[src/hdl/halftone_dither_bit_packer_core_defines.svh]
// Assertion macros shared by the halftone dither and bit packer modules.
// Needs a clock named clk and an active-low reset named rst_n in scope.
`ifndef HALFTONE_DITHER_BIT_PACKER_CORE_DEFINES_SVH
`define HALFTONE_DITHER_BIT_PACKER_CORE_DEFINES_SVH

// Same-cycle implication, off while in reset
`define HTDBP_ASSERT_NOW(lbl, ante, cons, msg) \
  lbl: assert property (@(posedge clk) disable iff (!rst_n) (ante) |-> (cons)) \
    else $error(msg);

// Next-cycle implication, off while in reset
`define HTDBP_ASSERT_NEXT(lbl, ante, cons, msg) \
  lbl: assert property (@(posedge clk) disable iff (!rst_n) (ante) |=> (cons)) \
    else $error(msg);

`endif

[src/hdl/htdbp_pkg.sv]
// Shared types, constants and the Bayer 8x8 threshold table for the
// halftone dither and bit packer. No dependencies.
`timescale 1ns / 1ps
`default_nettype none

package htdbp_pkg;

  // Default line storage depth
  localparam int unsigned MAX_LINE_PIXELS = 8192;

  // Fixed field widths
  localparam int unsigned PIX_W     = 8;
  localparam int unsigned LEN_CFG_W = 14;
  localparam int unsigned ERR_W     = 13;  // stored error, sixteenths of a level
  localparam int unsigned SUM_W     = 15;  // corrected sum before clamping

  // Reset value of the line length register
  localparam logic [LEN_CFG_W-1:0] LINE_PIXELS_RST = 14'd8192;

  // Configuration register indexes
  typedef enum logic {
    REG_DITHER_MODE = 1'b0,
    REG_LINE_PIXELS = 1'b1
  } cfg_reg_t;

  // Dither mode codes
  localparam logic MODE_BAYER = 1'b0;
  localparam logic MODE_FS    = 1'b1;

  // Bayer 8x8 thresholds, index {row[2:0], col[2:0]}
  localparam logic [5:0] BAYER_8X8 [64] = '{
    6'd0,  6'd32, 6'd8,  6'd40, 6'd2,  6'd34, 6'd10, 6'd42,
    6'd48, 6'd16, 6'd56, 6'd24, 6'd50, 6'd18, 6'd58, 6'd26,
    6'd12, 6'd44, 6'd4,  6'd36, 6'd14, 6'd46, 6'd6,  6'd38,
    6'd60, 6'd28, 6'd52, 6'd20, 6'd62, 6'd30, 6'd54, 6'd22,
    6'd3,  6'd35, 6'd11, 6'd43, 6'd1,  6'd33, 6'd9,  6'd41,
    6'd51, 6'd19, 6'd59, 6'd27, 6'd49, 6'd17, 6'd57, 6'd25,
    6'd15, 6'd47, 6'd7,  6'd39, 6'd13, 6'd45, 6'd5,  6'd37,
    6'd63, 6'd31, 6'd55, 6'd23, 6'd61, 6'd29, 6'd53, 6'd21
  };

  // Pixel tag handed from the position stage to the diffusion stage
  typedef struct packed {
    logic [PIX_W-1:0] gray_pixel;
    logic             page_start;
    logic             last;
    logic             bayer_bit;
  } pix_tag_t;

endpackage

`default_nettype wire

[src/hdl/htdbp_pos_track.sv]
// Position stage: column and row tracking, line end detection, Bayer
// compare and store read issue. Depends on htdbp_pkg.
`timescale 1ns / 1ps
`default_nettype none
`include "halftone_dither_bit_packer_core_defines.svh"

module htdbp_pos_track #(
  parameter int unsigned MAX_LINE_PIXELS = htdbp_pkg::MAX_LINE_PIXELS,
  parameter int unsigned COL_W           = $clog2(MAX_LINE_PIXELS)
) (
  input  wire                                 clk,
  input  wire                                 rst_n,
  input  wire                                 accept,
  input  wire                                 adv,
  input  wire  [htdbp_pkg::PIX_W-1:0]         gray_pixel,
  input  wire                                 page_start,
  input  wire  [htdbp_pkg::LEN_CFG_W-1:0]     line_pixels,
  output logic                                s1_valid,
  output htdbp_pkg::pix_tag_t                 s1_tag,
  output logic [COL_W-1:0]                    s1_col,
  output logic                                rd_en,
  output logic [COL_W-1:0]                    rd_addr
);

  localparam int unsigned LEN_W = $clog2(MAX_LINE_PIXELS + 1);
  localparam int unsigned CMP_W =
    ((LEN_W > htdbp_pkg::LEN_CFG_W) ? LEN_W : htdbp_pkg::LEN_CFG_W) + 1;

  logic [COL_W-1:0]       col_r, col_nxt, col_cur;
  logic [2:0]             row_r, row_nxt, row_cur;
  logic                   valid_r, valid_nxt;
  htdbp_pkg::pix_tag_t    tag_r, tag_nxt;
  logic [COL_W-1:0]       scol_r;
  logic [CMP_W-1:0]       len_raw, len_eff, col_inc;
  logic                   last;
  logic [5:0]             thr;

  // Clamp the line length to 1..MAX_LINE_PIXELS
  always_comb begin
    len_raw = CMP_W'(line_pixels);
    if (len_raw == '0) begin
      len_eff = CMP_W'(1);
    end else if (len_raw > CMP_W'(MAX_LINE_PIXELS)) begin
      len_eff = CMP_W'(MAX_LINE_PIXELS);
    end else begin
      len_eff = len_raw;
    end
  end

  // Position of this item, page start restarts it
  always_comb begin
    col_cur = page_start ? '0 : col_r;
    row_cur = page_start ? 3'd0 : row_r;
    col_inc = CMP_W'(col_cur) + CMP_W'(1);
    last    = (col_inc >= len_eff);
    col_nxt = last ? '0 : col_inc[COL_W-1:0];
    row_nxt = last ? row_cur + 3'd1 : row_cur;
    thr     = htdbp_pkg::BAYER_8X8[{row_cur, col_cur[2:0]}];
    tag_nxt.gray_pixel = gray_pixel;
    tag_nxt.page_start = page_start;
    tag_nxt.last       = last;
    tag_nxt.bayer_bit  = (gray_pixel[htdbp_pkg::PIX_W-1:2] > thr);
    valid_nxt = accept | (valid_r & ~adv);
  end

  // Advance position and load the stage on accept
  always_ff @(posedge clk) begin
    if (!rst_n) begin
      col_r   <= '0;
      row_r   <= 3'd0;
      valid_r <= 1'b0;
    end else begin
      valid_r <= valid_nxt;
      if (accept) begin
        col_r <= col_nxt;
        row_r <= row_nxt;
      end
    end
  end

  // Hold the item payload for the diffusion stage
  always_ff @(posedge clk) begin
    if (accept) begin
      tag_r  <= tag_nxt;
      scol_r <= col_cur;
    end
  end

  assign s1_valid = valid_r;
  assign s1_tag   = tag_r;
  assign s1_col   = scol_r;
  assign rd_en    = accept;
  assign rd_addr  = col_cur;

  `HTDBP_ASSERT_NOW(a_col_in_range, 1'b1, 32'(col_r) < 32'(MAX_LINE_PIXELS), "column past line storage")

endmodule

`default_nettype wire

[config.mk]
export PLATFORM = sky130hd
export DESIGN_NAME = htdbp_pos_track
export DESIGN_NICKNAME = d
export VERILOG_FILES = /design/src/hdl/htdbp_pkg.sv /design/src/hdl/htdbp_pos_track.sv
export VERILOG_INCLUDE_DIRS = /design/src /design/src/hdl
export SDC_FILE = /design/constraint.sdc
export NUM_CORES = 1
export LEC_CHECK = 0
export BUFFER_PORTS_ARGS = -buffer_cell sky130_fd_sc_hd__buf_2
export CAP_MARGIN = 20
export CORE_AREA = 2 2 105 56
export DETAILED_ROUTE_END_ITERATION = 10
export DIE_AREA = 0 0 107 58
export PLACE_DENSITY = 0.81
export SLEW_MARGIN = 20
export SYNTH_ARGS = -nofsm -noshare
export SYNTH_HDL_FRONTEND = slang
export SYNTH_SLANG_ARGS = --single-unit
[constraint.sdc]
create_clock -name clk -period 3.4 [get_ports clk]
set_input_delay 0.34 -clock clk [delete_from_list [all_inputs] [get_ports clk]]
set_output_delay 0.34 -clock clk [all_outputs]
set_load 0.02 [all_outputs]
* Word-level counts from Yosys, hierarchy flattened
Memories as Yosys holds them, arrays and structs flattened.
Cells that the tools add are included.
** Word-level totals
- Output and inout port bits :: 39
- Bits in latches :: 0
- Memory bits (read-only) :: 384
- Input bits :: 27
- Word-level logic and storage cells :: 28
- Register bits :: 41
- Memories :: 1
- Bits in writable memories :: 0
** Memories
- (no name shown) :: words 64, bits a word 6, read ports 1, clocked after Yosys merged registers in 0, write ports 0, RTL line htdbp_pos_track.sv:58 : thr = htdbp_pkg::BAYER_8X8[{row_cur, col_cur[2:0]}];
** Operators by class
- Reductions and logical operators :: 1
- Shift operators :: 0
- Multiplexer cells :: 8
- Add/subtract/negate cells :: 2
- Divide/modulo/power cells :: 0
- Equality and inequality tests :: 0
- Multipliers :: 0
- $lt $le $gt $ge :: 4
- Bitwise gates (word level) :: 4
** Operator list (number)
- 14-bit two-way mux :: 2
- 13-bit two-way mux :: 2
- 14-bit by 15-bit greater-or-equal comparator with 1-bit output :: 1
- 13-bit by 1-bit adder with 14-bit output, second input constant :: 1
- 14-bit > comparator, second input constant :: 1
- 14-bit zero test :: 1
- 6-bit two-way mux :: 2
- 7-bit greater-or-equal comparator, second input constant :: 1
- 6-bit NOT with 7-bit output :: 1
- 6-bit > comparator :: 1
- 3-bit two-way mux :: 2
- 3-bit by 1-bit adder with 3-bit output, second input constant :: 1
- 1-bit AND :: 1
- 1-bit NOT :: 1
- 1-bit OR :: 1

* Longest topological paths before layout
Gate-level depths: netlist of the first run.
- Word-level depth :: 6
- Gate-level depth with buffers :: 18
- Mapped depth without buffers :: 13

* Least setup slack after synthesis of the first run
OpenSTA, ideal clock, no wires.
- Path type :: input -> register
- From :: input page_start
- To :: register row_r[2]
- Cell stages on the path :: 17
- Arrival time :: 3.732 ns
- Path slack :: -0.452 ns
- Data required time :: 3.280 ns
- Cells stage by stage :: clkbuf_1 buf_2 clkbuf_1 nor2b_1 ha_1 nand3_2 and4bb_2 and3_1 xor2_2 ha_1 a21oi_2 o21ai_1 a221o_1 a31oi_2 buf_6 o32ai_2 o31a_1
** Between the ends
- Word-level cells in the longest chain between the ends :: 4
- Elaborated cells between the ends (all ways) :: 6
- Those cells by class :: add/sub (2); order compare (1); mux (3)
** RTL lines
- from (decl) :: RTL line htdbp_pos_track.sv:16 : input wire page_start,
- 13-bit two-way mux :: RTL line htdbp_pos_track.sv:52 : col_cur = page_start ? '0 : col_r;
- via rd_addr[1] :: RTL line htdbp_pos_track.sv:22 : output logic [COL_W-1:0] rd_addr
- 13-bit by 1-bit adder with 14-bit output :: RTL line htdbp_pos_track.sv:54 : col_inc = CMP_W'(col_cur) + CMP_W'(1);
- 14-bit by 15-bit greater-or-equal comparator with 1-bit output :: RTL line htdbp_pos_track.sv:55 : last = (col_inc >= len_eff);
- 3-bit two-way mux :: RTL line htdbp_pos_track.sv:57 : row_nxt = last ? row_cur + 3'd1 : row_cur;
- to (signal assigned) :: RTL line htdbp_pos_track.sv:76 : row_r <= row_nxt;
- to (decl) :: RTL line htdbp_pos_track.sv:30 : logic [2:0] row_r, row_nxt, row_cur;
The timed path passes the listed nets, and every way through them passes these cells.
A chain may end at the register's enable or synchronous reset.

* Worst setup path after layout of the first run
- From :: register col_r[1]
- To :: register row_r[2]
** Between the ends
- Word-level cells in the longest chain between the ends :: 4
** RTL lines
- from (decl) :: RTL line htdbp_pos_track.sv:29 : logic [COL_W-1:0] col_r, col_nxt, col_cur;
- from (signal assigned) :: RTL line htdbp_pos_track.sv:75 : col_r <= col_nxt;
- 13-bit two-way mux :: RTL line htdbp_pos_track.sv:52
- 13-bit by 1-bit adder with 14-bit output :: RTL line htdbp_pos_track.sv:54
- 14-bit by 15-bit greater-or-equal comparator with 1-bit output :: RTL line htdbp_pos_track.sv:55
- 3-bit two-way mux :: RTL line htdbp_pos_track.sv:57
No other way between the ends.

==> run_results.csv, run 1 <==
group,metric,value,unit
clocking,tritoncts,"yes",
logic_synthesis,syn_avg_cell_area,10.39,µm²
global_route,grt_pass1_vias,1783,
cells_and_area,seqCellArea,1061,µm²
critical_path,cp-end-kind,"flip-flop",
power,ir_drop,0.0001736,V
critical_path,cp_cell_sequence,"nor2b_4, ha_4, nand3_2, and4bb_2, nand3_1, xnor2_2, ha_1, and3_2, a221o_1, a31oi_4, buf_12, o32ai_2, o31a_1",
detailed_routing,viasPerCell,5.154,
floorplan,boundaryPins,66,
global_route,overflow,0,
floorplan,fp-row-count,19,
clocking,htreeDepth,2,
floorplan,core,5301,µm²
logic_synthesis,seq_area_frac_synth,0.4309,
logic_synthesis,netlist_area,2462,µm²
detailed_routing,first_pass_iters,4,
sta,final-setup-viol-count,0,
place,gp_congestion,0.9053,
clocking,hold_buffers,0,
sta,fin_ws,0.1136,ns
clocking,root_buffer,"clkbuf_8",
power,power.density,330.0,nW/µm²
detailed_routing,drt_iter0_drc,163,
cells_and_area,syn_to_final_growth,24.19,%
clocking,clock_latency,0.30,ns
detailed_routing,postRouteAntennaNets,0,
critical_path,slowest_stage,"and4bb_2",
place,pre_cts_ws,0.04472,ns
critical_path,arrival,3.48,ns
sta,fin_skew,0.006422,ns
detailed_routing,num_vias,1969,
critical_path,critPathKind,"flip-flop to flip-flop",
critical_path,max_stage_delay,0.37,ns
job,maxCapViolations,0,
floorplan,initial_core_util,0.4645,
logic_synthesis,postSynth.asyncResetShare,0,
global_route,antenna_found_initial,0,
detailed_routing,post_drt_wl_per_cell,15.22,µm
global_route,grt_max_degree,47,
detailed_routing,wl,5.815,mm
floorplan,die-area,6206,µm²
global_route,grt_pass1_wl,8.845,mm
cells_and_area,fin_cells,382,
sta,final-hold-violation-count,0,
global_route,grt_usage,0.1904,
logic_synthesis,synth-seq-cells,41,
logic_synthesis,synth_cell_types,54,
cells_and_area,fillers,479,
sta,min_period,3.286,ns
outcome,status,"complete, no violations",
floorplan,die_y,58,µm
power,total_power,1.009,mW
sta,drv_slew,0,
detailed_routing,drc,0,
place,dp_hpwl,4.433,mm
critical_path,critPathRequiredTime,3.59,ns
cells_and_area,nNetsFinal,357,
clocking,cts.reportedPaths.clkPinSlew,0.08,ns
clocking,cts_resized,0,
place,io_buffers,65,
clocking,cts_buffer_depth,2,
cells_and_area,layout-drive-gt1-share,0.3366,
clocking,post-cts-setup-buffers,0,
logic_synthesis,synth_edf_count,24,
critical_path,cp_max_fo,11,
logic_synthesis,yosys_warnings,0,
sta,finalSetupTns,0,ns
critical_path,cp-start-kind,"flip-flop",
logic_synthesis,synthFlopType,"edfxtp_1",
clocking,cts.sinks,41,
sta,min_period_over_period,0.9666,
logic_synthesis,syn_nets,286,
place,dp_cells,373,
sta,worst_slew_pin_slew,0.8266,ns
sta,max_clock_freq,0.3043,GHz
sta,relSlewSlack,0.4489,
cells_and_area,multi_input_area,1351,µm²
clocking,cts_buffers,5,
power,p_leak,1.347,nW
floorplan,fp.dieW,107,µm
logic_synthesis,synth_cells,237,
cells_and_area,num_antenna_cells,0,
worst_hold_path,hold_path.class,"input pin to flip-flop",
-- sequential cells by signal, summed over array words and instances, names as in the netlist --
signal / flops
s1_tag: 11
s1_valid: 1
row_r: 3
col_r: 13
s1_col: 13
-- cells in the final DEF, fill, tap and decap left out, types with 2 or more instances in the layout --
master,netlist,routed
nand3b_1,5,5
nor2_1,8,8
o21ai_0,2,2
nor3b_1,2,2
inv_1,8,8
nand2_1,24,24
xnor2_1,3,2
clkinv_2,0,2
dfxtp_1,17,17
nand3_1,11,11
and3_1,3,2
nand4b_1,3,3
nand4_1,4,4
nor2b_1,14,12
nand3_2,3,3
o21a_1,3,3
clkbuf_8,0,5
a21oi_1,3,3
a211oi_1,2,2
ha_1,22,21
nor2b_4,0,2
a21oi_2,2,2
a21boi_0,6,6
nor4_1,2,2
edfxtp_1,24,24
xor2_1,9,9
o21ai_1,4,4
a21boi_2,3,3
nand2b_1,15,15
buf_4,1,9
nor3_1,2,2
buf_2,3,65
-- final cells by class --
cell class / count / area share
inverter: 8 / 0.009820
sequential: 41 / 0.3470
timing repair buffer: 76 / 0.1432
tap: 73 / 0.02987
multi-input combinational: 176 / 0.4419
clock inverter: 3 / 0.005728
clock buffer: 5 / 0.02250
-- synthesized netlist by cell type, types with 2 or more instances --
cell type   n  area [µm²]
xnor2_1     3       26.28
inv_1       8       30.03
a21boi_0    6       45.04
clkbuf_1    5       18.77
nand3_2     3       30.03
edfxtp_1   24       720.7
nand4_1     4       25.02
nor3_1      2       10.01
ha_1       22       275.3
nand4b_1    3       26.28
a21oi_1     3       15.01
buf_2       3       15.01
nor3b_1     2       15.01
o21a_1      3       22.52
a21oi_2     2       17.52
o21ai_1     4       20.02
a21boi_2    3       33.78
nor2b_1    14       87.58
nor4_1      2       12.51
nor2_1      8       30.03
nand3_1    11       55.05
o21ai_0     2       10.01
nand3b_1    5       37.54
dfxtp_1    17       340.3
xor2_1      9       78.83
nand2b_1   15       93.84
a211oi_1    2       15.01
and3_1      3       18.77
nand2_1    24       90.09
-- per-layer routing --
layer,part of all wire,vias to the layer above,track usage
met5,0,-,0
met4,0.0067,0,0.05566
met3,0.096,5,0.04724
met2,0.40,89,0.2693
met1,0.49,881,0.2881
li1,-,994,-
-- report_power, final --
part	switching [mW]	total, mW	internal [mW]	leakage, nW
registers	0.00474	0.550	0.545	0.373
clock network	0.169	0.310	0.142	0.0439
logic	0.0898	0.149	0.0594	0.930
total	0.263	1.01	0.746	1.35
-- worst max-delay path: cells and delay by family, from the launching register on --
| kind | cells | cell delay, ns |
|---|---|---|
| AO/OA/AOI/OAI | 4 | 0.93 |
| XOR/XNOR | 1 | 0.22 |
| adder cells (fa/ha/maj) | 2 | 0.44 |
| buffers and inverters | 1 | 0.17 |
| flip-flops | 1 | 0.36 |
| AND/OR/NAND/NOR | 5 | 1.04 |
-- through the flow --
step / hold slack, ns / cell area, µm² / utilization
2_1_floorplan: 0.4389 / 2536 / -
3_3_place_gp: 0.4726 / 2919 / 0.5506
3_5_place_dp: 0.4774 / 2919 / 0.5506
4_1_cts: 0.2178 / 3005 / 0.5669
5_1_grt: 0.2103 / 3058 / 0.5768
6_report: 0.2214 / 3058 / 0.5768
-- final timing paths --
path                 start         to  slack (ns)  depth (start not counted)
max reg2reg       col_r[1]   row_r[2]        0.11                         13
min reg2reg      col_r[11]  col_r[11]        0.49                          2
min          gray_pixel[0]  s1_tag[3]        0.22                          1
max               col_r[1]   row_r[2]        0.11                         13
-- logic make-up after synthesis --
group | after synthesis | share of synthesized area
xor gates and xnor gates | 13 | 0.04929
DFF | 41 | 0.4309
and+or+nand+nor | 105 | 0.2500
AOI/OAI and AO/OA | 36 | 0.1133
buffers and inverters | 20 | 0.04472
adders and majority gates | 22 | 0.1118
Power figures use the tool's default switching activity.
==> inputs of run 2 (changes only) <==
==> constraint.sdc (replaced) <==
create_clock -name clk -period 2.75 [get_ports clk]
set_input_delay 0.275 -clock clk [delete_from_list [all_inputs] [get_ports clk]]
set_output_delay 0.275 -clock clk [all_outputs]
set_load 0.02 [all_outputs]
==> run_results.csv, run 2 (synthesis results as in run 1) <==
group,metric,value,unit
outcome,status,"finished, violations left",
outcome,violations,"negative setup slack",
place,dp_cells,394,
power,total_power,1.390,mW
power,swShare,0.2468,
sta,final-hold-violation-count,0,
critical_path,cp-end-kind,"flip-flop",
job,maxCapViolations,0,
cells_and_area,fillers,425,
global_route,overflow,0,
power,power.density,414.9,nW/µm²
clocking,hold_buffers,0,
clocking,tritoncts,"yes",
power,p_leak,1.501,nW
floorplan,die-area,6206,µm²
cells_and_area,num_antenna_cells,0,
detailed_routing,drt_iter0_drc,128,
cells_and_area,layout_common_cells,"buf_2, buf_4, nand2_1, edfxtp_1, ha_1",
clocking,cts.reportedPaths.clkPinSlew,0.08,ns
power,clock_power_share,0.372,
place,gp_congestion,0.9347,
clocking,root_buffer,"clkbuf_8",
global_route,grt_usage,0.2129,
detailed_routing,wl,6.471,mm
power,intPower,1.047,mW
detailed_routing,first_pass_iters,4,
sta,drv_slew,0,
floorplan,fp.dieW,107,µm
sta,min_period_over_period,1.130,
sta,worst_slew_pin_slew,0.7688,ns
global_route,antenna_found_initial,0,
clocking,clock_latency,0.31,ns
critical_path,cp_max_fo,6,
detailed_routing,postRouteAntennaNets,0,
sta,fin_skew,0.007247,ns
cells_and_area,syn_to_final_growth,36.03,%
cells_and_area,fin_cells,409,
global_route,grt_max_degree,43,
sta,final-setup-viol-count,17,
critical_path,cp-start-kind,"flip-flop",
power,combinationalPowerShare,0.139,
detailed_routing,post_drt_wl_per_cell,15.82,µm
critical_path,critPathRequiredTime,2.99,ns
worst_hold_path,hold_path.class,"input pin to flip-flop",
clocking,cts_buffer_depth,2,
floorplan,fp-row-count,19,
power,p_switching,0.3430,mW
sta,rsz0062_at_grt,"yes",
floorplan,boundaryPins,66,
critical_path,reg2reg_depth,14,
sta,max_clock_freq,0.3219,GHz
cells_and_area,final_common_cell,"buf_2",
critical_path,r2r_setup_slack,-0.36,ns
clocking,htreeDepth,2,
cells_and_area,nNetsFinal,384,
detailed_routing,viasPerCell,5.301,
floorplan,die_y,58,µm
power,ir_drop,0.0002234,V
critical_path,critPathKind,"flip-flop to flip-flop",
sta,fin_ws,-0.3563,ns
global_route,grt_pass1_vias,1940,
floorplan,core,5301,µm²
global_route,grt_pass1_wl,9.949,mm
sta,relSlewSlack,0.4875,
critical_path,arrival,3.34,ns
clocking,cts_buffers,5,
floorplan,initial_core_util,0.4645,
sta,min_period,3.106,ns
place,dp_hpwl,4.760,mm
power,p_seq_frac,0.489,
place,io_buffers,65,
cells_and_area,layout-drive-gt1-share,0.4286,
detailed_routing,drc,0,
clocking,cts.sinks,41,
worst_hold_path,whs_path_depth,1,
detailed_routing,num_vias,2168,
cells_and_area,fin_util,0.6318,
[run 2: what timing repair did]
item                                    CTS  global route
pin swaps                                10            12
endpoints found under the setup margin   17            17
cloned                                    1             0
setup buffers                             3             3
resized for setup                        12            10
[run 2: power groups by stage]
stage | Sequential, mW | Combinational, mW | Clock [mW]
after floorplan | 0.727 | 0.0825 | 0
after global placement | 0.693 | 0.178 | 0
after global routing | 0.682 | 0.209 | 0.547
after detailed placement | 0.694 | 0.185 | 0
final | 0.680 | 0.193 | 0.517
after CTS | 0.680 | 0.191 | 0.515
[run 2: path summary, 6_finish.rpt]
kind	startpoint	endpoint
setup / recovery	col_r[0]	col_r[4]
hold / removal	gray_pixel[1]	s1_tag[4]
setup reg to reg	col_r[0]	col_r[4]
hold reg to reg	col_r[12]	col_r[12]
[run 2: cell type report]
type	instances	area [µm²]	share of cell area
multi-input cells	176	1423	0.4247
flip-flops and latches	41	1064	0.3175
repair buffers	103	621.8	0.1857
well taps	73	91.34	0.02727
clock buffers	6	82.58	0.02465
clock inverters	2	37.54	0.01121
inverters	8	30.03	0.008965
[run 2: worst max-delay path, stage by stage (launching register included)]
cell and delay [ns]:
dfxtp_2 0.33, nor2b_4 0.17, ha_4 0.15, nand3_2 0.08, and4bb_4 0.37, and3_4 0.23
xor2_4 0.21, ha_4 0.23, a21oi_2 0.13, o21ai_1 0.07, a221o_1 0.33, a31oi_4 0.28
buf_6 0.19, nand3_1 0.08, a21boi_1 0.17
[run 2: stage by stage]
| stage | area [µm²] | TNS [ns] | setup WS [ns] | hold slack [ns] |
|---|---|---|---|---|
| floorplan | 2536 | -8.274 | -0.5848 | 0.3739 |
| global placement | 3064 | -5.891 | -0.3841 | 0.4577 |
| detailed placement | 3064 | -8.066 | -0.5439 | 0.4635 |
| CTS | 3281 | -4.976 | -0.3311 | 0.1505 |
| global route | 3349 | -7.460 | -0.5140 | 0.1460 |
| finish | 3349 | -5.375 | -0.3563 | 0.1523 |
[run 2: routing by layer]
metal / wire length (µm) / global-route usage / up-vias
li1: - / - / 1045
met5: 0 / 0 / -
met3: 416 / 0.04274 / 14
met1: 3327 / 0.3345 / 1017
met2: 2604 / 0.2985 / 92
met4: 122 / 0.05195 / 0
