**src/hdl/halftone_dither_bit_packer_core_defines.svh**
```systemverilog
// Assertion macros shared by the halftone dither and bit packer modules.
// Needs a clock named clk and an active-low reset named rst_n in scope.
`ifndef HALFTONE_DITHER_BIT_PACKER_CORE_DEFINES_SVH
`define HALFTONE_DITHER_BIT_PACKER_CORE_DEFINES_SVH

// Same-cycle implication, off while in reset
`define HTDBP_ASSERT_NOW(lbl, ante, cons, msg) \
  lbl: assert property (@(posedge clk) disable iff (!rst_n) (ante) |-> (cons)) \
    else $error(msg);

// Next-cycle implication, off while in reset
`define HTDBP_ASSERT_NEXT(lbl, ante, cons, msg) \
  lbl: assert property (@(posedge clk) disable iff (!rst_n) (ante) |=> (cons)) \
    else $error(msg);

`endif

```
**src/hdl/htdbp_pkg.sv**
```systemverilog
// Shared types, constants and the Bayer 8x8 threshold table for the
// halftone dither and bit packer. No dependencies.
`timescale 1ns / 1ps
`default_nettype none

package htdbp_pkg;

  // Default line storage depth
  localparam int unsigned MAX_LINE_PIXELS = 8192;

  // Fixed field widths
  localparam int unsigned PIX_W     = 8;
  localparam int unsigned LEN_CFG_W = 14;
  localparam int unsigned ERR_W     = 13;  // stored error, sixteenths of a level
  localparam int unsigned SUM_W     = 15;  // corrected sum before clamping

  // Reset value of the line length register
  localparam logic [LEN_CFG_W-1:0] LINE_PIXELS_RST = 14'd8192;

  // Configuration register indexes
  typedef enum logic {
    REG_DITHER_MODE = 1'b0,
    REG_LINE_PIXELS = 1'b1
  } cfg_reg_t;

  // Dither mode codes
  localparam logic MODE_BAYER = 1'b0;
  localparam logic MODE_FS    = 1'b1;

  // Bayer 8x8 thresholds, index {row[2:0], col[2:0]}
  localparam logic [5:0] BAYER_8X8 [64] = '{
    6'd0,  6'd32, 6'd8,  6'd40, 6'd2,  6'd34, 6'd10, 6'd42,
    6'd48, 6'd16, 6'd56, 6'd24, 6'd50, 6'd18, 6'd58, 6'd26,
    6'd12, 6'd44, 6'd4,  6'd36, 6'd14, 6'd46, 6'd6,  6'd38,
    6'd60, 6'd28, 6'd52, 6'd20, 6'd62, 6'd30, 6'd54, 6'd22,
    6'd3,  6'd35, 6'd11, 6'd43, 6'd1,  6'd33, 6'd9,  6'd41,
    6'd51, 6'd19, 6'd59, 6'd27, 6'd49, 6'd17, 6'd57, 6'd25,
    6'd15, 6'd47, 6'd7,  6'd39, 6'd13, 6'd45, 6'd5,  6'd37,
    6'd63, 6'd31, 6'd55, 6'd23, 6'd61, 6'd29, 6'd53, 6'd21
  };

  // Pixel tag handed from the position stage to the diffusion stage
  typedef struct packed {
    logic [PIX_W-1:0] gray_pixel;
    logic             page_start;
    logic             last;
    logic             bayer_bit;
  } pix_tag_t;

endpackage

`default_nettype wire

```
**src/hdl/htdbp_diffuse.sv**
```systemverilog
// Diffusion stage: corrected value, threshold, error spread into the row
// store with forwarding, and bit packing. Depends on htdbp_pkg.
`timescale 1ns / 1ps
`default_nettype none
`include "halftone_dither_bit_packer_core_defines.svh"

module htdbp_diffuse #(
  parameter int unsigned COL_W = $clog2(htdbp_pkg::MAX_LINE_PIXELS)
) (
  input  wire                                     clk,
  input  wire                                     rst_n,
  input  wire                                     adv,
  input  wire                                     accept,
  input  wire  [COL_W-1:0]                        rd_addr,
  input  wire  [COL_W-1:0]                        s1_col,
  input  wire  htdbp_pkg::pix_tag_t               s1_tag,
  input  wire                                     dither_mode,
  input  wire  logic signed [htdbp_pkg::ERR_W-1:0] rd_data,
  output logic                                    mem_we,
  output logic [COL_W-1:0]                        mem_waddr,
  output logic signed [htdbp_pkg::ERR_W-1:0]      mem_wdata,
  output logic                                    emit,
  output logic [7:0]                              byte_bits,
  output logic                                    byte_last
);

  localparam int unsigned EW = htdbp_pkg::ERR_W;
  localparam int unsigned SW = htdbp_pkg::SUM_W;

  logic signed [EW-1:0] carry_r, carry_nxt, carry_cur;
  logic signed [EW-1:0] ps0_r, ps0_nxt, ps0_cur;
  logic signed [EW-1:0] ps1_r, ps1_nxt, ps1_cur;
  logic                 first_r, first_nxt, first_cur;
  logic [7:0]           acc_r, acc_nxt, acc_cur, acc_new;
  logic [2:0]           pos_r, pos_nxt, pos_cur;
  logic                 pend_valid_r, pend_valid_nxt;
  logic [COL_W-1:0]     pend_addr_r;
  logic signed [EW-1:0] pend_data_r;
  logic                 fwd_valid_r, fwd_valid_nxt;
  logic signed [EW-1:0] fwd_data_r;
  logic signed [EW-1:0] below, e_x, e3, e5, e7, ps_after;
  logic signed [SW-1:0] sum;
  logic [7:0]           corr;
  logic signed [8:0]    err;
  logic                 fs, bit_fs, pix_bit;
  logic                 dir_we, new_pend;
  logic [COL_W-1:0]     dir_addr;
  logic signed [EW-1:0] dir_data;

  // Track the latest write to the entry held in the read register
  always_comb begin
    fwd_valid_nxt = fwd_valid_r;
    if (accept) begin
      fwd_valid_nxt = mem_we && (mem_waddr == rd_addr);
    end else if (mem_we && (mem_waddr == s1_col)) begin
      fwd_valid_nxt = 1'b1;
    end
  end

  always_ff @(posedge clk) begin
    if (!rst_n) begin
      fwd_valid_r <= 1'b0;
    end else begin
      fwd_valid_r <= fwd_valid_nxt;
    end
  end

  always_ff @(posedge clk) begin
    if (mem_we && (accept ? (mem_waddr == rd_addr) : (mem_waddr == s1_col))) begin
      fwd_data_r <= mem_wdata;
    end
  end

  // Page start clears error and packing state ahead of the item
  always_comb begin
    fs        = (dither_mode == htdbp_pkg::MODE_FS);
    carry_cur = s1_tag.page_start ? '0 : carry_r;
    ps0_cur   = s1_tag.page_start ? '0 : ps0_r;
    ps1_cur   = s1_tag.page_start ? '0 : ps1_r;
    first_cur = s1_tag.page_start ? 1'b1 : first_r;
    acc_cur   = s1_tag.page_start ? 8'd0 : acc_r;
    pos_cur   = s1_tag.page_start ? 3'd0 : pos_r;
  end

  // Corrected value, threshold and error
  always_comb begin
    if (first_cur) begin
      below = '0;
    end else if (pend_valid_r && (pend_addr_r == s1_col)) begin
      below = pend_data_r;
    end else if (fwd_valid_r) begin
      below = fwd_data_r;
    end else begin
      below = rd_data;
    end
    sum = $signed({{(SW-htdbp_pkg::PIX_W-4){1'b0}}, s1_tag.gray_pixel, 4'b0000})
          + SW'(carry_cur) + SW'(below);
    if (sum[SW-1]) begin
      corr = 8'd0;
    end else if (|sum[SW-2:12]) begin
      corr = 8'hFF;
    end else begin
      corr = sum[11:4];
    end
    bit_fs = (corr > 8'd128);
    err    = bit_fs ? ($signed({1'b0, corr}) - 9'sd255) : $signed({1'b0, corr});
    e_x    = EW'(err);
    e3     = (e_x <<< 1) + e_x;
    e5     = (e_x <<< 2) + e_x;
    e7     = (e_x <<< 3) - e_x;
    ps_after = ps1_cur + e5;
  end

  // Next error state
  always_comb begin
    carry_nxt = carry_cur;
    ps0_nxt   = ps0_cur;
    ps1_nxt   = ps1_cur;
    first_nxt = first_cur;
    if (fs) begin
      pix_bit   = bit_fs;
      carry_nxt = s1_tag.last ? '0 : e7;
      ps0_nxt   = s1_tag.last ? '0 : ps_after;
      ps1_nxt   = s1_tag.last ? '0 : e_x;
      if (s1_tag.last) begin
        first_nxt = 1'b0;
      end
    end else begin
      pix_bit = s1_tag.bayer_bit;
      if (s1_tag.last) begin
        carry_nxt = '0;
        ps0_nxt   = '0;
        ps1_nxt   = '0;
        first_nxt = 1'b1;
      end
    end
  end

  // Store writes: below-left entry now, own entry at line end via pending slot
  always_comb begin
    dir_we   = adv && fs && (s1_col != '0);
    dir_addr = s1_col - COL_W'(1);
    dir_data = ps0_cur + e3;
    new_pend = adv && fs && s1_tag.last;
    mem_we    = dir_we | pend_valid_r;
    mem_waddr = dir_we ? dir_addr : pend_addr_r;
    mem_wdata = dir_we ? dir_data : pend_data_r;
    pend_valid_nxt = new_pend | (pend_valid_r & dir_we);
  end

  // Pack bits MSB first
  always_comb begin
    acc_new   = acc_cur | ({7'd0, pix_bit} << (3'd7 - pos_cur));
    emit      = adv && ((pos_cur == 3'd7) || s1_tag.last);
    byte_bits = acc_new;
    byte_last = s1_tag.last;
    acc_nxt   = ((pos_cur == 3'd7) || s1_tag.last) ? 8'd0 : acc_new;
    pos_nxt   = ((pos_cur == 3'd7) || s1_tag.last) ? 3'd0 : pos_cur + 3'd1;
  end

  always_ff @(posedge clk) begin
    if (!rst_n) begin
      carry_r      <= '0;
      ps0_r        <= '0;
      ps1_r        <= '0;
      first_r      <= 1'b1;
      acc_r        <= 8'd0;
      pos_r        <= 3'd0;
      pend_valid_r <= 1'b0;
    end else begin
      pend_valid_r <= pend_valid_nxt;
      if (adv) begin
        carry_r <= carry_nxt;
        ps0_r   <= ps0_nxt;
        ps1_r   <= ps1_nxt;
        first_r <= first_nxt;
        acc_r   <= acc_nxt;
        pos_r   <= pos_nxt;
      end
    end
  end

  // Hold the line-end entry until the write port is free
  always_ff @(posedge clk) begin
    if (new_pend) begin
      pend_addr_r <= s1_col;
      pend_data_r <= ps_after;
    end
  end

  `HTDBP_ASSERT_NOW(a_pend_not_blocked, pend_valid_r, !dir_we, "pending write blocked")
  `HTDBP_ASSERT_NEXT(a_fs_line_clears_first, new_pend, !first_r, "first-row flag left set")

endmodule

`default_nettype wire

```
**config.mk**
```make
export PLATFORM = sky130hd
export DESIGN_NAME = htdbp_diffuse
export DESIGN_NICKNAME = d
export VERILOG_FILES = /design/src/hdl/htdbp_pkg.sv /design/src/hdl/htdbp_diffuse.sv
export VERILOG_INCLUDE_DIRS = /design/src /design/src/hdl
export SDC_FILE = /design/constraint.sdc
export NUM_CORES = 1
export LEC_CHECK = 0
export BUFFER_PORTS_ARGS = -buffer_cell sky130_fd_sc_hd__buf_4
export CAP_MARGIN = 20
export CORE_MARGIN = 2
export CORE_UTILIZATION = 55
export DETAILED_ROUTE_END_ITERATION = 7
export GPL_TIMING_DRIVEN = 0
export PLACE_DENSITY = 0.79
export REMOVE_ABC_BUFFERS = 1
export SYNTH_ARGS = -nofsm -noshare
export SYNTH_HDL_FRONTEND = slang
export SYNTH_SLANG_ARGS = --single-unit
```
**constraint.sdc**
```tcl
create_clock -name clk -period 10.25 [get_ports clk]
set_input_delay 1.025 -clock clk [delete_from_list [all_inputs] [get_ports clk]]
set_output_delay 1.025 -clock clk [all_outputs]
set_load 0.05 [all_outputs]
```
Yosys cells after proc, flatten, opt, wreduce, memory -nomap -nowiden
Cells that the tools add are included.
{"block": "word_totals", "elab_cells": 76, "output_inout_bits": 37, "inputBits": 55, "regBits": 92}
{"block": "classes", "bitwise_logic": 4, "n_reduce_logical": 12, "n_eq_ne": 4, "shift": 1, "n_mux": 32, "magnitude_cmp": 1, "n_addsub": 11}
{"operator": "$mux W13", "n": 17}
{"operator": "$eq A13 B13 Y1", "n": 3}
{"operator": "$mux W8", "n": 4}
{"operator": "$add A14 B13 Y15", "n": 1}
{"operator": "$add A13 B13 Y14", "n": 1}
{"operator": "$add A13 B11 Y13", "n": 1}
{"operator": "$add A13 B12 Y13", "n": 1}
{"operator": "$reduce_bool A13 Y1", "n": 1}
{"operator": "$sub A12 B9 Y13", "n": 1}
{"operator": "$sub A13 B1 Y13 const B", "n": 1}
{"operator": "$add A11 B9 Y12", "n": 1}
{"operator": "$add A10 B9 Y11", "n": 1}
{"operator": "$mux W9", "n": 1}
{"operator": "$sub A8 B8 Y9 const B", "n": 1}
{"operator": "$gt A8 B8 Y1 const B", "n": 1}
{"operator": "$logic_and A1 B1 Y1", "n": 8}
{"operator": "$mux W1", "n": 8}
{"operator": "$or A8 B8 Y8", "n": 1}
{"operator": "$shl A1 B3 Y8", "n": 1}
{"operator": "$mux W3", "n": 2}
{"operator": "$add A3 B1 Y3 const B", "n": 1}
{"operator": "$eq A3 B3 Y1 const B", "n": 1}
{"operator": "$sub A3 B3 Y3 const A", "n": 1}
{"operator": "$or A1 B1 Y1", "n": 2}
{"operator": "4 further kinds", "n": 4}

Longest topological paths before layout
Gate-level depths: netlist of run 1.
{"block": "logic_depth", "word_depth": 14, "ltp_mapped": 44, "ltp_nobuf": 40}

Worst setup path before layout of run 1
Ideal clock, no wire load.
{"block": "synth_path", "path_type": "input to output", "start": "in s1_col[2]", "end": "out mem_wdata[12] in the netlist's numbering", "setup_slack_ns": -0.624, "stages": 43, "t_arrival_ns": 9.849, "path_buffers": 5, "t_required_ns": 9.225, "path_cell_list": "buf_6 xnor2_2 nand2b_1 nor4_1 nand2_1 clkbuf_1 a211oi_1 fa_1 ha_1 buf_2 nand4_2 or4_1 nor2b_1 nor4b_4 nor2_4 nand4_1 a32oi_1 o21ai_0 [... 7 more ...] buf_2 inv_1 fa_1 inv_1 ha_1 a21o_1 a21oi_1 o21bai_1 a21oi_1 o21bai_1 a21oi_1 nor2b_1 o21ai_0 nand2b_1 a31oi_1 xnor2_1 xnor2_1 o21ai_0"}
{"block": "synth_between", "elab_chain_len": 13, "elab_cells_between_ends": 16, "cone_classes": "4 x add/sub; 1 x order compare; 1 x eq/ne; 6 x mux; 4 x reduce/logical"}
{"element": "start, declared", "line_no": "htdbp_diffuse.sv:15", "source": "input wire [COL_W-1:0] s1_col,"}
{"element": "$eq A13 B13 Y1", "line_no": "htdbp_diffuse.sv:89", "source": "end else if (pend_valid_r && (pend_addr_r == s1_col)) begin"}
{"element": "$logic_and A1 B1 Y1", "line_no": "htdbp_diffuse.sv:89"}
{"element": "$mux W13", "line_no": "htdbp_diffuse.sv:89"}
{"element": "$mux W13", "line_no": "htdbp_diffuse.sv:87", "source": "if (first_cur) begin"}
{"element": "$add A14 B13 Y15", "line_no": "htdbp_diffuse.sv:97", "source": "+ SW'(carry_cur) + SW'(below);"}
{"element": "$reduce_or A2 Y1", "line_no": "htdbp_diffuse.sv:100", "source": "end else if (|sum[SW-2:12]) begin"}
{"element": "$mux W8", "line_no": "htdbp_diffuse.sv:100"}
{"element": "$mux W8", "line_no": "htdbp_diffuse.sv:98", "source": "if (sum[SW-1]) begin"}
{"element": "$sub A8 B8 Y9 or $gt A8 B8 Y1 (tied branches)", "line_no": "htdbp_diffuse.sv:106, htdbp_diffuse.sv:105"}
{"element": "$mux W9", "line_no": "htdbp_diffuse.sv:106", "source": "err = bit_fs ? ($signed({1'b0, corr}) - 9'sd255) : $signed({1'b0, corr});"}
{"element": "$add A10 B9 Y11", "line_no": "htdbp_diffuse.sv:108", "source": "e3 = (e_x <<< 1) + e_x;"}
{"element": "$add A13 B11 Y13", "line_no": "htdbp_diffuse.sv:143", "source": "dir_data = ps0_cur + e3;"}
{"element": "$mux W13 (*)", "line_no": "htdbp_diffuse.sv:147", "source": "mem_wdata = dir_we ? dir_data : pend_data_r;"}
{"element": "end, declared", "line_no": "htdbp_diffuse.sv:21", "source": "output logic signed [htdbp_pkg::ERR_W-1:0] mem_wdata,"}
Mark *: on every way between the ends. The rest lies on a longest branch, timed or not.

Worst setup path after layout of run 1
{"block": "layout_path", "start": "in s1_col[3]", "end": "out mem_wdata[12] in the netlist's numbering"}
The elaborated chain is that of the path after synthesis.

==> results.cfg, run 1 <==
[status]
outcome = completed

[yosys]
dominant_combinational_cell_family_by_area_after_synthesis = compound AO/OA/AOI/OAI gates
ys_types = 90
yosys_most_used_dff = dfxtp_1
yosys_register_bits = 92
synth-seq-area-share = 0.2740
gate_count_of_the_mapped_netlist = 926
asyncSetResetFlopFracSynth = 0
synth_fa_ha_area_frac = 0.1463
synth_warnings = 0
yosys.area_share.simple = 0.1972
synth_compound_gate_area_share = 0.2047
synth_area_per_cell_sq_um = 8.799
yosys.area_share.xor_xnor = 0.09536
portion_of_netlist_area_occupied_by_mux_cells = 0.02334
synth_enable_flop_cells = 39
synth.cell_area_sq_um = 8148

[clock_tree]
cts_root_buffer = clkbuf_16
cts.path.max_buffers = 2
tritoncts_clock_tree = yes
cts.reportedPaths.clkPinSlew_ps = 60
numCtsBuffers = 9
ctsHtreeMaxLevel = 3
clkSinkCount = 92
worstSkewPairLatency_ps = 360
post_cts_hold_buffer_count = 0

[critical_path]
critical_path_buf_inv_count = 6
critPathMaxStageDelay_ps = 580
end_kind = output pin
crit_type = primary input to output pin
setup.worst_path.start_class = primary input
critical_path.top_delay_family = compound AO/OA/AOI/OAI gates
worst_path_max_delay_cell = or4_4
worst-endpoint-arrival_ps = 9180
worstPathMaxFanout = 6
critical_path_required_ps = 9230

[place]
gp_congestion = 0.9410
post-dp-hpwl_microns = 15240
port_buffers = 91

[timing]
max_clock_freq_mhz = 97.99
clock_skew_ps = 9.954
timing.slew.headroom = 0.2985
finalWorstPathRequiredPeriod_ps = 10210
final.setup.tns_ps = 0
hold_viol = 0
period_share = 0.9957
worst_slew_pin_slew_ps = 1049
final-setup-viol-count = 0
finalMaxSlewViolations = 0

[final_layout]
layout.area.seq_sq_um = 2232
areaGrowthSynthToFinish_pct = 23.93
antenna_cells_inserted = 0
utilization = 0.6974
multi_input_logic_area_sq_um = 5961
finalNetCount = 1169
drive_gt1_frac = 0.2486
fillCellCount = 1086

[floorplan]
placeableCoreArea_sq_um = 14480
initial_core_util = 0.5627
die_width_microns = 125.7
io-pin-count = 92
fp.dieH_microns = 125.7
die-area_sq_um = 15800
fp-row-count = 44

[drt]
detailroute.via_count = 7395
ant_nets = 0
vias_per_cell = 6.052
drc = 0
detailedRoute.firstIterationViolations = 589
post_drt_wl_per_cell_microns = 18.75
drt-total-wl_microns = 22910
detail_route.first_pass.iterations = 5

[power]
worst_vdd_drop_uv = 117.2
pwr_density_cell_nw_per_um2 = 236.8
p_leak_nw = 4.215

[global_routing]
grt_first_pass_wirelength_microns = 34510
grt_max_degree = 50
grt_antenna_before_repair = 0
grt_pass1_vias = 6912
grt.total_usage = 0.2722
globalRoute.totalOverflow = 0

[min_path]
min-delay-path-class = register to register

[run]
cap_violations = 0
[layout make-up]
| class | count | area share |
|---|---|---|
| repair buffers | 138 | 0.1081 |
| clock buffers | 11 | 0.02515 |
| multi-input cells | 715 | 0.5903 |
| flip-flops and latches | 92 | 0.2211 |
| well taps | 184 | 0.02280 |
| inverters | 77 | 0.02937 |
| clock inverters | 5 | 0.003222 |
[power by group]
group	internal [W]	switching (W)
clock	0.000180	0.000153
sequential	0.000452	0.0000229
combinational	0.000650	0.000934
total	0.00128	0.00111
[synth_stat cells, types with 22 or more instances]
library cell / count / share of area
a21oi_1: 42 / 0.026
fa_1: 22 / 0.054
xor2_1: 25 / 0.027
o21ai_0: 38 / 0.023
ha_1: 59 / 0.091
nor2_1: 59 / 0.027
xnor2_1: 55 / 0.059
dfxtp_1: 53 / 0.13
inv_1: 72 / 0.033
nand2_1: 82 / 0.038
a22oi_1: 25 / 0.023
edfxtp_1: 39 / 0.14
clkbuf_1: 34 / 0.016
nor2b_1: 58 / 0.045
[sequential cells by signal (all words and copies together) (netlist names)]
name / cells
pend_data_r: 13
ps0_r: 13
acc_r: 8
carry_r: 13
fwd_valid_r: 1
pend_valid_r: 1
fwd_data_r: 13
pend_addr_r: 13
ps1_r: 13
pos_r: 3
first_r: 1
[worst register-to-register path: cells and delay by family, from the launching register on]
| kind | cells | cell delay, ps |
|---|---|---|
| adder cells (fa/ha/maj) | 5 | 1590 |
| XOR/XNOR | 4 | 770 |
| flip-flops | 1 | 470 |
| buffers and inverters | 4 | 390 |
| AND/OR/NAND/NOR | 10 | 2040 |
| AO/OA/AOI/OAI | 15 | 3300 |
| multiplexers | 1 | 350 |
[logic make-up after synthesis]
group	count (synthesis)
adder cells (fa/ha/maj)	82
buffers and inverters	121
XOR/XNOR	84
flip-flops	92
AND/OR/NAND/NOR	301
AO/OA/AOI/OAI	228
multiplexers	18
[per-stage QoR]
stage	setup slack, ps	total power [W]	cells	cell area (sq um)	hold WS, ps
final	44.46	0.002391	1222	10100	459.1
after global routing	-358.3	0.002542	1222	10100	488.0
after CTS	5.103	0.002206	1187	9503	456.6
after detailed placement	-1780	0.001823	1160	8954	443.1
after global placement	-1647	0.001781	1157	8869	428.1
after floorplan	-679.4	0.001500	882	7955	417.1
[cells in the final DEF (no fill, tap or decap), types with 7 or more instances in the layout]
master     synthesis  layout
buf_4              2     132
nand2_1           82      81
inv_1             72      69
nor2b_1           58      58
xnor2_1           55      55
dfxtp_1           53      53
nor2_1            59      52
ha_1              59      47
edfxtp_1          39      39
a21oi_1           42      35
o21ai_0           38      32
a22oi_1           25      25
xor2_1            25      24
fa_1              22      21
mux2i_1           16      16
a21o_1            16      16
nand2b_1          13      12
nand3_1           11      11
nand4_1           10      10
nor3_1            10      10
a21boi_0          10      10
clkbuf_16          0      10
ha_4               0       9
and2_1             9       8
inv_2              5       7
nor2_2             1       7
a211oi_1          16       7
o21bai_1           9       7
[what timing repair did]
| action | in CTS | in global routing |
|---|---|---|
| gates resized for setup | 42 | 61 |
| gates cloned | 1 | 1 |
| setup buffers | 10 | 34 |
| endpoints found under the setup margin | 15 | 4 |
| pin swaps | 10 | 38 |
| endpoints found under the hold margin | 0 | 0 |
[worst paths after layout]
check,start,to,slack (ps),cells past startpoint
min,ps1_r[10]$_SDFFE_PN0P_,ps1_r[10]$_SDFFE_PN0P_,460,2
max reg2reg,pend_addr_r[3]$_DFFE_PP_,ps0_r[12]$_SDFFE_PN0P_,1250,39
max,s1_col[3],mem_wdata[12],40,40
min reg2reg,ps1_r[10]$_SDFFE_PN0P_,ps1_r[10]$_SDFFE_PN0P_,460,2
[routing by layer]
| metal | track usage | routed length [microns] |
|---|---|---|
| met5 | 0 | 0 |
| met1 | 0.3522 | 9345 |
| met4 | 0.09150 | 646 |
| met3 | 0.05990 | 1782 |
| met2 | 0.4528 | 11130 |
No activity file was read; power rests on OpenSTA's default activity.
==> run 2, diff against run 1 <==
CTS_CLUSTER_DIAMETER = 40   (was not set)
RECOVER_POWER = 100   (was not set)
==> run 2 against run 1 <==
The run now ends with max-capacitance violations, max-slew violations left. Worst setup slack gained 0.56 ps. Final area shrank 1.1%. Die area is the same.
==> results.cfg, run 2 (same netlist as run 1, synthesis figures left out) <==
[floorplan]
fp.dieH_microns = 125.7
io-pin-count = 92
die-area_sq_um = 15800
initial_core_util = 0.5627
placeableCoreArea_sq_um = 14480
die_width_microns = 125.7
fp-row-count = 44

[min_path]
holdPathStages = 2
whs_endpoint = ps1_r[10]$_SDFFE_PN0P_
min_from = ps1_r[10]$_SDFFE_PN0P_
min-delay-path-class = register to register

[drt]
ant_nets = 0
vias_per_cell = 6.004
post_drt_wl_per_cell_microns = 18.74
drt-total-wl_microns = 22900
detailedRoute.firstIterationViolations = 636
drc = 0
detailroute.via_count = 7337
detail_route.first_pass.iterations = 5

[timing]
finalWorstSetupSlack_ps = 45.02
period_share = 0.9956
worst_slew_pin_slew_ps = 1586
finalWorstPathRequiredPeriod_ps = 10200
timing.slew.headroom = -0.05722
final-setup-viol-count = 0
clock_skew_ps = 9.522
max_clock_freq_mhz = 97.99
hold_viol = 0
finalMaxSlewViolations = 15

[power]
p_leak_nw = 4.131
worst_vdd_drop_uv = 117.2
pwr_density_cell_nw_per_um2 = 238.8

[final_layout]
areaGrowthSynthToFinish_pct = 22.62
utilization = 0.6900
postLayoutCellArea_sq_um = 9991
instances_no_fill = 1222
finalNetCount = 1169
fillCellCount = 1113
final_common_cell = buf_4
antenna_cells_inserted = 0
mostFrequentLayoutCells = buf_4, nand2_1, inv_1
drive_gt1_frac = 0.2254

[global_routing]
grt_first_pass_wirelength_microns = 34510
grt_pass1_vias = 6912
grt.total_usage = 0.2722
grt_max_degree = 50
globalRoute.totalOverflow = 0
grt_antenna_before_repair = 0

[critical_path]
end_kind = output pin
worst_path_max_delay_cell = or4_4
critical_path_required_ps = 9230
worst-endpoint-arrival_ps = 9180
crit-reg2reg-launch = pend_addr_r[3]$_DFFE_PP_
setup.worst_path.start_class = primary input
rrSetupSlack_ps = 1270
timing.reg2reg.worst_path_depth = 39
rr_endpoint = ps0_r[12]$_SDFFE_PN0P_
worstPathMaxFanout = 6
critPathMaxStageDelay_ps = 580
crit_type = primary input to output pin

[clock_tree]
clkSinkCount = 92
tritoncts_clock_tree = yes
ctsHtreeMaxLevel = 3
worstSkewPairLatency_ps = 360
numCtsBuffers = 9
cts.reportedPaths.clkPinSlew_ps = 60
post_cts_hold_buffer_count = 0
cts_root_buffer = clkbuf_16
cts.path.max_buffers = 2

[place]
placed_cells = 1160
port_buffers = 91
post-dp-hpwl_microns = 15240
gp_congestion = 0.9410
post_dp_cell_area_sq_um = 8954
place_ws_ps = -1780

[status]
outcome = complete, but fails checks
violations = max-capacitance violations, max-slew violations

[run]
cap_violations = 1
==> run 2: how the worst max path moves through the flow <==
stage | slack [ps] | start | to | cells past startpoint
6_report | 50 | s1_col[3] | mem_wdata[12] | 40
5_1_grt | -360 | s1_col[3] | mem_wdata[12] | 39
4_1_cts | 5 | s1_col[10] | mem_wdata[12] | 40
3_5_place_dp | -1780 | s1_col[3] | mem_wdata[12] | 41
3_3_place_gp | -1650 | s1_col[3] | mem_wdata[12] | 41
2_1_floorplan | -680 | s1_col[3] | mem_wdata[12] | 39
==> run 2: power breakdown <==
group / internal, W / switching, W
registers: 0.000452 / 0.0000230
clock network: 0.000180 / 0.000153
logic: 0.000644 / 0.000933
==> run 2: worst max-delay path, delay by kind of cell <==
kind	cells	cell delay (ps)
AO/OA/AOI/OAI	14	3010
AND/OR/NAND/NOR	11	2140
adder cells (fa/ha/maj)	5	1590
buffers and inverters	6	610
XOR/XNOR	3	460
multiplexers	1	380
==> run 2: timing repair <==
item	4_1_cts	5_1_grt
gates resized for setup	42	61
buffers inserted	10	34
pin swaps	10	38
gates cloned	1	1
endpoints found under the setup margin	15	4
hold endpoints to repair	0	0
==> run 2: cell type report <==
cell class                      count  area (sq um)  area share
Inverter                           77         296.5     0.02968
Clock buffer                       11         254.0     0.02542
Tap cell                          184         230.2     0.02304
Multi-Input combinational cell    715          5957      0.5962
Timing Repair Buffer              138         988.4     0.09894
Clock inverter                      5         32.53    0.003256
Sequential cell                    92          2232      0.2234
==> run 2: layer usage <==
layer / up-vias / GRT usage / part of all wire
met5: - / 0 / 0
met4: 0 / 0.09150 / 0.027
met3: 45 / 0.05990 / 0.081
met2: 343 / 0.4528 / 0.49
met1: 3473 / 0.3522 / 0.41
li1: 3476 / - / -
==> run 2: per-stage QoR <==
stage	power [W]	setup TNS [ps]	hold slack, ps
after CTS	0.002206	0	456.6
after global routing	0.002536	-885.2	488.0
after global placement	0.001781	-11230	428.1
after detailed placement	0.001823	-13090	443.1
final	0.002386	0	459.3
after floorplan	0.001500	-1667	417.1
==> run 3, diff against run 2 <==
PLACE_DENSITY = not set   (was 0.79)
PLACE_DENSITY_LB_ADDON = 0.05   (was not set)
==> run 3 against run 2 <==
Core utilization increased by 0.14 points. Die area unchanged. Critical path depth unchanged. The flow finishes with violations (negative setup slack). Global-route usage increased by 1.0 points. Flip-flop and latch count unchanged. Register-to-register slack got worse by 140 ps. Largest power group unchanged. Clock power increased by 6.6%. First-iteration DRC count decreased by 23%. Via count decreased by 2.8%. Worst hold slack got worse by 1.3 ps.
==> results.cfg, run 3 (same netlist as run 1, synthesis figures left out) <==
[drt]
detailroute.via_count = 7132
detailedRoute.firstIterationViolations = 490
drc = 0
detail_route.first_pass.iterations = 5
vias_per_cell = 5.899
ant_nets = 0
drt-total-wl_microns = 22620
post_drt_wl_per_cell_microns = 18.71

[timing]
max_clock_freq_mhz = 97.49
hold_viol = 0
finalWorstPathRequiredPeriod_ps = 10260
grt_setup_unrepaired = yes
finalWorstSetupSlack_ps = -7.311
period_share = 1.001
clock_skew_ps = 10.77
worst_slew_pin_slew_ps = 1088
timing.slew.headroom = 0.2739
finalMaxSlewViolations = 0
final-setup-viol-count = 1

[critical_path]
worst-endpoint-arrival_ps = 9230
setup.worst_path.start_class = primary input
critical_path_required_ps = 9230
critical-path-top-cell-by-count = a21oi_2
critPathMaxStageDelay_ps = 540
worst_path_max_delay_cell = or4_4
crit_type = primary input to output pin
worstPathMaxFanout = 6
end_kind = output pin
crit-reg2reg-launch = pend_addr_r[3]$_DFFE_PP_
critical_path.startpoint = s1_col[3]

[place]
post_dp_cell_area_sq_um = 8955
place_ws_ps = -2121
placed_cells = 1160
post-dp-hpwl_microns = 15700
gp_congestion = 0.8938
port_buffers = 91

[clock_tree]
cts.path.max_buffers = 2
numCtsBuffers = 9
cts_root_buffer = clkbuf_16
clkSinkCount = 92
tritoncts_clock_tree = yes
worstSkewPairLatency_ps = 360
cts.reportedPaths.clkPinSlew_ps = 70
ctsHtreeMaxLevel = 3
post_cts_hold_buffer_count = 0

[floorplan]
die_width_microns = 125.7
die-area_sq_um = 15800
placeableCoreArea_sq_um = 14480
io-pin-count = 92
fp.dieH_microns = 125.7
initial_core_util = 0.5627
fp-row-count = 44

[run]
cap_violations = 0

[final_layout]
mostFrequentLayoutCells = buf_4, nand2_1, inv_1
utilization = 0.6914
drive_gt1_frac = 0.2371
fillCellCount = 1182
antenna_cells_inserted = 0
areaGrowthSynthToFinish_pct = 22.87
finalNetCount = 1156
instances_no_fill = 1209
final_common_cell = buf_4
postLayoutCellArea_sq_um = 10010

[power]
pwr_density_cell_nw_per_um2 = 232.3
clock_power_share = 0.153
power_frac_comb = 0.643
worst_vdd_drop_uv = 157.7
switching_share = 0.4636
internal_power_w = 0.001247
power_switching_w = 0.001078
p_leak_nw = 4.144
relative_contribution_of_sequential_cells_to_total_power = 0.204

[status]
outcome = complete, but fails checks
violations = negative setup slack

[min_path]
min_from = ps1_r[12]$_SDFFE_PN0P_
min-delay-path-class = register to register

[global_routing]
grt_pass1_vias = 6810
globalRoute.totalOverflow = 0
grt_first_pass_wirelength_microns = 35330
grt_antenna_before_repair = 0
grt.total_usage = 0.2822
grt_max_degree = 50
-- run 3: cell count changes in the layout (fill, tap and decap cells not counted), moves of 3 or more --
| cell | delta |
|---|---|
| clkbuf_1 | -23 |
| o21ai_2 | -3 |
| o21ai_1 | +3 |
| clkinv_2 | -3 |
| buf_4 | +6 |
-- run 3: repair_timing --
action / 4_1_cts / 5_1_grt
setup endpoints to repair: 20 / 4
pin swaps: 15 / 41
gates cloned: 1 / 1
gates resized for setup: 48 / 48
setup buffers: 18 / 13
-- run 3: final cells by class --
class / instances / area [sq um] / area share
timing repair buffer: 125 / 1018 / 0.1017
clock inverter: 7 / 82.58 / 0.008249
clock buffer: 9 / 225.2 / 0.02250
sequential: 92 / 2232 / 0.2230
tap: 184 / 230.2 / 0.02300
inverter: 77 / 299.0 / 0.02987
multi-input combinational: 715 / 5923 / 0.5917
-- run 3: worst max-delay path, delay by kind of cell --
family | cells | cell delay (ps)
AOI/OAI and AO/OA | 15 | 3390
xor gates and xnor gates | 3 | 470
adders and majority gates | 5 | 1610
buffers and inverters | 6 | 610
and+or+nand+nor | 11 | 2110
-- run 3: power by group through the flow --
stage / Sequential (W) / Combinational [W] / Clock (W)
2_1_floorplan: 0.000472 / 0.00103 / 0
3_3_place_gp: 0.000480 / 0.00132 / 0
3_5_place_dp: 0.000480 / 0.00134 / 0
4_1_cts: 0.000472 / 0.00141 / 0.000360
5_1_grt: 0.000478 / 0.00165 / 0.000375
6_report: 0.000474 / 0.00150 / 0.000355
-- run 3: per-stage QoR --
stage,TNS (ps),hold slack (ps),power [W]
after floorplan,-1667,417.1,0.001500
after global placement,-18160,436.8,0.001798
after detailed placement,-19730,440.8,0.001821
after CTS,0,449.7,0.002244
after global routing,-576.5,485.3,0.002500
final,-7.311,458.0,0.002325
-- run 3: layer usage --
metal  track usage  part of all wire
met2        0.4350              0.46
met3       0.04800             0.056
met5             0                 0
met4        0.1000             0.020
met1        0.4014              0.46
-- run 3: worst paths after layout --
path              cells past startpoint                      to  slack (ps)
setup reg to reg                     39  ps0_r[12]$_SDFFE_PN0P_        1130
hold / removal                        2  ps1_r[12]$_SDFFE_PN0P_         460
setup / recovery                     40           mem_wdata[12]          -7
hold reg to reg                       2  ps1_r[12]$_SDFFE_PN0P_         460
